<file path="src/sv/uart8_pkg.sv">
`timescale 1ns / 1ps
`default_nettype none

package uart8_pkg;

    localparam int DATA_BITS = 8;
    localparam int BYTE_W    = 8;
    localparam int CNT_W     = 4;
    localparam int PERIOD_W  = 16;
    localparam int RX_TMR_W  = 17;

    localparam logic [PERIOD_W-1:0] BIT_PERIOD_RESET = 16'd1667;

    typedef enum logic [3:0] {
        PH_IDLE  = 4'b0001,
        PH_START = 4'b0010,
        PH_DATA  = 4'b0100,
        PH_STOP  = 4'b1000
    } phase_t;

    typedef struct packed {
        logic line;
        logic busy;
    } tx_status_t;

    typedef struct packed {
        logic              done;
        logic [BYTE_W-1:0] data;
    } rx_result_t;

endpackage

`default_nettype wire

</file>
<file path="src/sv/uart8_tx.sv">
`timescale 1ns / 1ps
`default_nettype none

module uart8_tx (
    input  wire logic                            aclk,
    input  wire logic                            aresetn,
    input  wire logic                            step_en,
    input  wire logic [uart8_pkg::PERIOD_W-1:0]  bit_period,
    input  wire logic                            send_request,
    input  wire logic [uart8_pkg::BYTE_W-1:0]    send_byte,
    output uart8_pkg::tx_status_t                status_next
);
    import uart8_pkg::*;

    phase_t              phase_reg, phase_next;
    logic [BYTE_W-1:0]   shift_reg, shift_next;
    logic [CNT_W-1:0]    count_reg, count_next;
    logic [PERIOD_W-1:0] timer_reg, timer_next;
    logic                line_reg, line_next;
    logic                fire;

    always_comb begin
        phase_next = phase_reg;
        shift_next = shift_reg;
        count_next = count_reg;
        timer_next = timer_reg;
        line_next  = line_reg;
        fire       = 1'b0;
        if (phase_reg == PH_IDLE) begin
            if (send_request) begin
                shift_next = send_byte;
                count_next = '0;
                timer_next = bit_period;
                phase_next = PH_START;
            end
        end else begin
            // The bit timer fires when it has run down to one (or was loaded with zero).
            if (timer_reg <= 16'd1) begin
                timer_next = bit_period;
                fire       = 1'b1;
            end else begin
                timer_next = timer_reg - 16'd1;
            end
            if (fire) begin
                case (phase_reg)
                    PH_START: begin
                        line_next  = 1'b0;
                        phase_next = PH_DATA;
                    end
                    PH_DATA: begin
                        line_next  = shift_reg[0];
                        shift_next = {1'b0, shift_reg[BYTE_W-1:1]};
                        count_next = count_reg + 4'd1;
                        if (count_next >= CNT_W'(DATA_BITS)) begin
                            phase_next = PH_STOP;
                        end
                    end
                    PH_STOP: begin
                        line_next  = 1'b1;
                        phase_next = PH_IDLE;
                    end
                    default: begin
                        phase_next = PH_IDLE;
                    end
                endcase
            end
        end
    end

    always_ff @(posedge aclk) begin
        if (!aresetn) begin
            phase_reg <= PH_IDLE;
            shift_reg <= '0;
            count_reg <= '0;
            timer_reg <= '0;
            line_reg  <= 1'b1;
        end else if (step_en) begin
            phase_reg <= phase_next;
            shift_reg <= shift_next;
            count_reg <= count_next;
            timer_reg <= timer_next;
            line_reg  <= line_next;
        end
    end

    assign status_next.line = line_next;
    assign status_next.busy = (phase_next != PH_IDLE);

`ifndef ASSERT_OFF
    a_count_bound: assert property (@(posedge aclk) disable iff (!aresetn)
        count_reg <= CNT_W'(DATA_BITS))
        else $error("tx bit count ran past the frame length");
    a_idle_line_high: assert property (@(posedge aclk) disable iff (!aresetn)
        (phase_reg == PH_IDLE) |-> line_reg)
        else $error("tx line low while idle");
    a_start_holds_line: assert property (@(posedge aclk) disable iff (!aresetn)
        (phase_reg == PH_START) |-> line_reg)
        else $error("tx line dropped before the start bit");
`endif

endmodule

`default_nettype wire

</file>
<file path="src/sv/uart8_rx.sv">
`timescale 1ns / 1ps
`default_nettype none

module uart8_rx (
    input  wire logic                            aclk,
    input  wire logic                            aresetn,
    input  wire logic                            step_en,
    input  wire logic [uart8_pkg::PERIOD_W-1:0]  bit_period,
    input  wire logic                            rx_level,
    output uart8_pkg::rx_result_t                result_next
);
    import uart8_pkg::*;

    phase_t              phase_reg, phase_next;
    logic [BYTE_W-1:0]   shift_reg, shift_next;
    logic [CNT_W-1:0]    count_reg, count_next;
    logic [RX_TMR_W-1:0] timer_reg, timer_next;
    logic                prev_reg;
    logic                fire;

    always_comb begin
        phase_next  = phase_reg;
        shift_next  = shift_reg;
        count_next  = count_reg;
        timer_next  = timer_reg;
        fire        = 1'b0;
        result_next = '0;
        if (phase_reg == PH_IDLE) begin
            if (prev_reg && !rx_level) begin
                phase_next = PH_DATA;
                count_next = '0;
                shift_next = '0;
                // First sample lands in the middle of data bit zero.
                timer_next = {1'b0, bit_period} + {2'b00, bit_period[PERIOD_W-1:1]};
            end
        end else begin
            if (timer_reg <= 17'd1) begin
                timer_next = {1'b0, bit_period};
                fire       = 1'b1;
            end else begin
                timer_next = timer_reg - 17'd1;
            end
            if (fire) begin
                case (phase_reg)
                    PH_DATA: begin
                        if (count_reg < 4'd8) begin
                            shift_next[count_reg[2:0]] = shift_reg[count_reg[2:0]] | rx_level;
                        end
                        count_next = count_reg + 4'd1;
                        if (count_next >= CNT_W'(DATA_BITS)) begin
                            phase_next = PH_STOP;
                        end
                    end
                    PH_STOP: begin
                        result_next.done = 1'b1;
                        result_next.data = shift_reg;
                        phase_next       = PH_IDLE;
                    end
                    default: begin
                        phase_next = PH_IDLE;
                    end
                endcase
            end
        end
    end

    always_ff @(posedge aclk) begin
        if (!aresetn) begin
            phase_reg <= PH_IDLE;
            shift_reg <= '0;
            count_reg <= '0;
            timer_reg <= '0;
            prev_reg  <= 1'b1;
        end else if (step_en) begin
            phase_reg <= phase_next;
            shift_reg <= shift_next;
            count_reg <= count_next;
            timer_reg <= timer_next;
            prev_reg  <= rx_level;
        end
    end

`ifndef ASSERT_OFF
    a_no_start_phase: assert property (@(posedge aclk) disable iff (!aresetn)
        phase_reg != PH_START)
        else $error("rx entered the transmit-only start phase");
    a_count_bound: assert property (@(posedge aclk) disable iff (!aresetn)
        count_reg <= CNT_W'(DATA_BITS))
        else $error("rx bit count ran past the frame length");
    a_stop_full: assert property (@(posedge aclk) disable iff (!aresetn)
        (phase_reg == PH_STOP) |-> (count_reg == CNT_W'(DATA_BITS)))
        else $error("rx reached the stop phase with bits missing");
`endif

endmodule

`default_nettype wire

</file>
<file path="src/sv/uart_8n1_transceiver.sv">
`timescale 1ns / 1ps
`default_nettype none

// UART 8N1 transmitter and receiver driven one bit-timer tick per transfer: each input
// transfer is one tick of the bit timers, carrying the sampled receive line and an
// optional send request, and each produces exactly one result transfer with the
// transmit line, busy flag and any byte completed on that tick. One transfer is taken
// every cycle while the result side is not stalled; a transfer passes an input register,
// then the update of the transmit and receive state, and lands in the result register,
// where it is held until the result side takes it.
// The state update is what sets the rate. bit_period may be written only
// while no transfer is in flight.
module uart_8n1_transceiver (
    input  wire logic                            aclk,
    input  wire logic                            aresetn,
    input  wire logic                            cfg_wr_en,
    input  wire logic [uart8_pkg::PERIOD_W-1:0]  cfg_wr_data,
    input  wire logic                            s_valid,
    output      logic                            s_ready,
    input  wire logic                            s_rx_level,
    input  wire logic                            s_send_request,
    input  wire logic [uart8_pkg::BYTE_W-1:0]    s_send_byte,
    output      logic                            m_valid,
    input  wire logic                            m_ready,
    output      logic                            m_tx_level,
    output      logic                            m_tx_busy,
    output      logic                            m_rx_done,
    output      logic [uart8_pkg::BYTE_W-1:0]    m_received_byte
);
    import uart8_pkg::*;

    logic [PERIOD_W-1:0] bit_period_reg;
    logic                in_valid_reg;
    logic                in_rx_level_reg;
    logic                in_send_request_reg;
    logic [BYTE_W-1:0]   in_send_byte_reg;
    logic                out_valid_reg;
    tx_status_t          tx_status_reg;
    rx_result_t          rx_result_reg;
    tx_status_t          tx_status_next;
    rx_result_t          rx_result_next;
    logic                advance;

    // The held item moves on whenever the result register is free or being drained.
    assign advance = in_valid_reg && (!out_valid_reg || m_ready);
    assign s_ready = !in_valid_reg || advance;

    always_ff @(posedge aclk) begin
        if (!aresetn) begin
            bit_period_reg <= BIT_PERIOD_RESET;
        end else if (cfg_wr_en) begin
            bit_period_reg <= cfg_wr_data;
        end
    end

    always_ff @(posedge aclk) begin
        if (!aresetn) begin
            in_valid_reg <= 1'b0;
        end else if (s_ready) begin
            in_valid_reg <= s_valid;
        end
    end

    always_ff @(posedge aclk) begin
        if (s_valid && s_ready) begin
            in_rx_level_reg     <= s_rx_level;
            in_send_request_reg <= s_send_request;
            in_send_byte_reg    <= s_send_byte;
        end
    end

    uart8_tx u_tx (
        .aclk         (aclk),
        .aresetn      (aresetn),
        .step_en      (advance),
        .bit_period   (bit_period_reg),
        .send_request (in_send_request_reg),
        .send_byte    (in_send_byte_reg),
        .status_next  (tx_status_next)
    );

    uart8_rx u_rx (
        .aclk        (aclk),
        .aresetn     (aresetn),
        .step_en     (advance),
        .bit_period  (bit_period_reg),
        .rx_level    (in_rx_level_reg),
        .result_next (rx_result_next)
    );

    always_ff @(posedge aclk) begin
        if (!aresetn) begin
            out_valid_reg <= 1'b0;
        end else if (advance) begin
            out_valid_reg <= 1'b1;
        end else if (m_ready) begin
            out_valid_reg <= 1'b0;
        end
    end

    always_ff @(posedge aclk) begin
        if (advance) begin
            tx_status_reg <= tx_status_next;
            rx_result_reg <= rx_result_next;
        end
    end

    assign m_valid         = out_valid_reg;
    assign m_tx_level      = tx_status_reg.line;
    assign m_tx_busy       = tx_status_reg.busy;
    assign m_rx_done       = rx_result_reg.done;
    assign m_received_byte = rx_result_reg.data;

`ifndef ASSERT_OFF
    a_ready_when_free: assert property (@(posedge aclk) disable iff (!aresetn)
        (!out_valid_reg || m_ready) |-> s_ready)
        else $error("input stalled while the result side was free");
    a_advance_fills: assert property (@(posedge aclk) disable iff (!aresetn)
        advance |=> out_valid_reg)
        else $error("a processed item produced no result");
    a_byte_zero_idle: assert property (@(posedge aclk) disable iff (!aresetn)
        (out_valid_reg && !rx_result_reg.done) |-> (rx_result_reg.data == '0))
        else $error("received byte nonzero without a completed frame");
    a_no_drop: assert property (@(posedge aclk) disable iff (!aresetn)
        (out_valid_reg && !m_ready) |=> out_valid_reg)
        else $error("stalled result was lost");
`endif

endmodule

`default_nettype wire
</file>
<file path="config.mk">
export PLATFORM = sky130hd
export DESIGN_NAME = uart_8n1_transceiver
export DESIGN_NICKNAME = d
export VERILOG_FILES = /design/src/sv/uart8_pkg.sv /design/src/sv/uart8_tx.sv /design/src/sv/uart8_rx.sv /design/src/sv/uart_8n1_transceiver.sv
export SDC_FILE = /design/constraint.sdc
export NUM_CORES = 1
export LEC_CHECK = 0
export ABC_CLOCK_PERIOD_IN_PS = 6500
export BUFFER_PORTS_ARGS = -buffer_cell sky130_fd_sc_hd__buf_2
export CORE_ASPECT_RATIO = 1.1
export CORE_UTILIZATION = 30
export DETAILED_ROUTE_END_ITERATION = 6
export REMOVE_ABC_BUFFERS = 1
export SYNTH_ARGS = -nofsm -noshare
export SYNTH_HDL_FRONTEND = slang
export SYNTH_SLANG_ARGS = --single-unit
export TNS_END_PERCENT = 10
</file>
<file path="constraint.sdc">
create_clock -name aclk -period 6.5 [get_ports aclk]
set_input_delay 0.975 -clock aclk [delete_from_list [all_inputs] [get_ports aclk]]
set_output_delay 0.975 -clock aclk [all_outputs]
set_load 0.005 [all_outputs]
</file>
==> impl_summary.log <==
INFO  metric status = finished, violations left
INFO  metric violations_in_the_final_reports = design-rule violations
INFO  metric cts_max_path_buffers = 2
INFO  metric die_width = around 140 µm
INFO  metric grt_util_met1 = between 20% and 30%
INFO  metric report.final.setup_viol = 0
INFO  metric core = about 0.02 mm²
INFO  metric route.detailed.drc = 5
INFO  metric clk_root_buffer_cell = clkbuf_16
INFO  metric total_power = 1.789 mW
INFO  metric seq_area_frac_synth = 37.43%
INFO  metric globalRoute.busiestLayer = met2
INFO  metric holdCritStartpoint = u_tx.timer_reg[11]
INFO  metric setup_total_negative_slack = 0 ns
INFO  metric final_cell_area = roughly 0.0068 mm²
INFO  metric max_fanout_on_critical_path = 32
INFO  metric global_route.usage.met2 = 25.32%
INFO  metric min_path_type = reg -> reg
INFO  metric start_util = approximately 31%
INFO  metric postSynthRegisterBits = ~110
INFO  metric number_of_antenna_violations_at_the_first_check_in_global_routing = 0
INFO  metric post_synth_inst_count = around 720
INFO  metric use_met3 = 2.357%
INFO  metric finalWirelength = 16230 µm
INFO  metric r2r_cells = 6
INFO  metric timing_hold_violations_final = 0
INFO  metric routedWlPerCell = around 16 µm
INFO  metric finalCritPeriodShare = 48.62%
INFO  metric routed-via-count = 5571
INFO  metric globalRoute.totalOverflow = 0
INFO  metric ir_drop = ~0.14 mV
INFO  metric worstSetupEndpointType = flip-flop
INFO  metric maxClockFrequency = 316.5 MHz
INFO  metric arrival = 3.38 ns
INFO  metric grt.total_usage = ~16%
INFO  metric n_antenna_cell = 0
INFO  metric floorplan.rows = 54
INFO  metric largest_register_ff_count = 17
INFO  metric via_count_of_the_first_global_routing_pass = between 5000 and 6000
INFO  metric yosys_warnings = 0
INFO  metric yosys_most_used_dff = dfxtp_1
INFO  metric critical_path.reg2reg.startpoint = u_tx.timer_reg[8]
INFO  metric number_of_synthesized_flops_with_an_enable_pin = 21
INFO  metric globalplace.congestion = just under 0.9
INFO  metric report.final.slew_viol_count = 0
INFO  metric end_of_the_worst_hold_path = u_tx.timer_reg[11]
INFO  metric skew = ~0.0076 ns
INFO  metric postPlaceCellArea = 0.006528 mm²
INFO  metric cts_num_sinks = 105
INFO  metric cts_resized = 0
INFO  metric layout_commonest_cell = dfxtp_1
INFO  metric placed_cells = approximately 980
INFO  metric critical_path.reg2reg.endpoint = u_tx.timer_reg[8]
INFO  metric place.detailed.hpwl = between 10000 and 15000 µm
INFO  metric htree_num_levels = 3
INFO  metric fin_crit = between 3 and 4 ns
INFO  metric fin_cells = just under 1000
INFO  metric clk_transition_reported_paths = 0.07 ns
INFO  metric p_per_area = approximately 260 mW/mm²
INFO  metric cts.hold.buffers_added = 0
INFO  metric fraction_of_layout_cells_with_a_size_suffix_above_1 = 12.18%
INFO  metric drt_pre_antenna_iters = 7
INFO  metric maxCapViolCount = 0
INFO  metric worst-setup-path-type = reg -> reg
INFO  metric final_cell_mix = dfxtp_1, nand2_1, o21ai_0, a21oi_1, nor2_1
INFO  metric chipHeight = 152.5 µm
INFO  metric largest_net_degree_at_the_start_of_global_routing = 48
INFO  metric ant_nets = 0
INFO  metric ys_types = 74
INFO  metric first_iter_violations = ~430
INFO  metric io-pin-count = 44
INFO  metric startpoint_class = flip-flop
INFO  metric cts_tree = done
INFO  metric min_delay_path_depth = 2
INFO  metric area_growth = 10.74%
INFO  metric post_synth_instance_area = 0.006177 mm²
INFO  metric grt_pass1_wl = about 27000 µm
INFO  metric worst_skew_pair.late_latency = between 0.3 and 0.4 ns
INFO  metric final_nets = 789
INFO  metric fp.dieArea = 0.02117 mm²
INFO  metric cp_data_required_time = 6.72 ns
INFO  metric p_leak = approximately 2.5 nW
INFO  metric async_reset_ff_share = 0%
INFO  metric cts_setup_buffers = 0
INFO  metric rsz_0062_raised_after_global_routing = false
INFO  metric setup.reg_to_reg.worst_slack = 3.34 ns
INFO  metric synth.avg_cell_area = roughly 8.6 µm²
INFO  metric slew_headroom = about 22%
INFO  metric tritoncts.num_buffers = 9
INFO  metric worst_hold_slack = about 0.45 ns
INFO  metric io_buffer_count = 43
INFO  metric post_drt_via_cell_ratio = 5.622
INFO  metric tightest_slew = 1.163 ns
[worst max-delay path by stage]
stage | slack (ns) | depth (start not counted) | from | end
final | 3.34 | 6 | u_tx.timer_reg[8] | u_tx.timer_reg[8]
after global routing | 3.13 | 8 | m_ready | u_tx.timer_reg[8]
after CTS | 3.36 | 8 | m_ready | u_tx.timer_reg[8]
after detailed placement | 2.99 | 8 | m_ready | u_tx.timer_reg[8]
after global placement | 3.11 | 8 | m_ready | u_tx.timer_reg[0]
after floorplan | 3.42 | 4 | u_tx.phase_reg[1] | u_tx.shift_reg[7]
[cell type report]
cell class	instances	area, µm²
Timing Repair Buffer	50	267.8
Tap cell	252	315.3
Multi-Input combinational cell	557	3591
Clock buffer	9	225.2
Sequential cell	105	2312
Inverter	11	41.29
Fill cell	2089	13160
Clock inverter	7	87.58
[layer usage]
metal,wire [µm],vias up
li1,-,2764
met1,7782,2627
met2,7469,169
met3,836,11
met4,142,0
met5,0,-
[logic make-up (layout without fill, tap and decap cells)]
kind of cell	count (synthesis)	after routing	share of synthesized area, %
AOI/OAI and AO/OA	227	227	23.70
xor gates and xnor gates	14	14	1.985
adders and majority gates	24	24	4.983
buffers and inverters	57	77	4.618
DFF	105	105	37.43
muxes	32	32	5.428
and+or+nand+nor	260	260	21.86
[worst max-delay path: stages, from the launching register on]
cell     delay (ns)
dfxtp_1        0.35
or4_1          0.66
or4_4          0.56
o31ai_4        0.99
nor3_1         0.16
a32oi_1        0.21
a21oi_1        0.08
[cell usage after synthesis (7+ instances only)]
master     n  area [µm²]
nor4_1    16       100.1
edfxtp_1  21       630.6
a211oi_1  13       97.59
clkbuf_1  31       116.4
xnor2_1   11       96.34
nand3_1   26       130.1
a31oi_1   20       125.1
nor2b_1    8       50.05
nor3_1    31       155.2
a21oi_1   56       280.3
or3_1      8       50.05
mux2i_1   29       290.3
buf_2      7       35.03
nor2_1    53       198.9
inv_1      9       33.78
and2_1    11       68.82
nand4_1    7       43.79
dfxtp_1   84        1682
nand2_1   66       247.7
ha_1      23       287.8
o21ai_0   59       295.3
nand2b_1   7       43.79
o211ai_1  21       157.7
[power by group]
part,switching (mW),internal [mW],leakage [nW]
combinational,0.302,0.165,1.44
clock,0.270,0.306,0.151
sequential,0.0442,0.700,0.877
[through the flow]
| step | worst slack [ns] | util, % |
|---|---|---|
| global route | 3.129 | 34.20 |
| CTS | 3.364 | 34.20 |
| floorplan | 3.420 | - |
| global placement | 3.115 | 32.64 |
| detailed placement | 2.989 | 32.64 |
| finish | 3.340 | 34.20 |
Power figures use the tool's default switching activity.
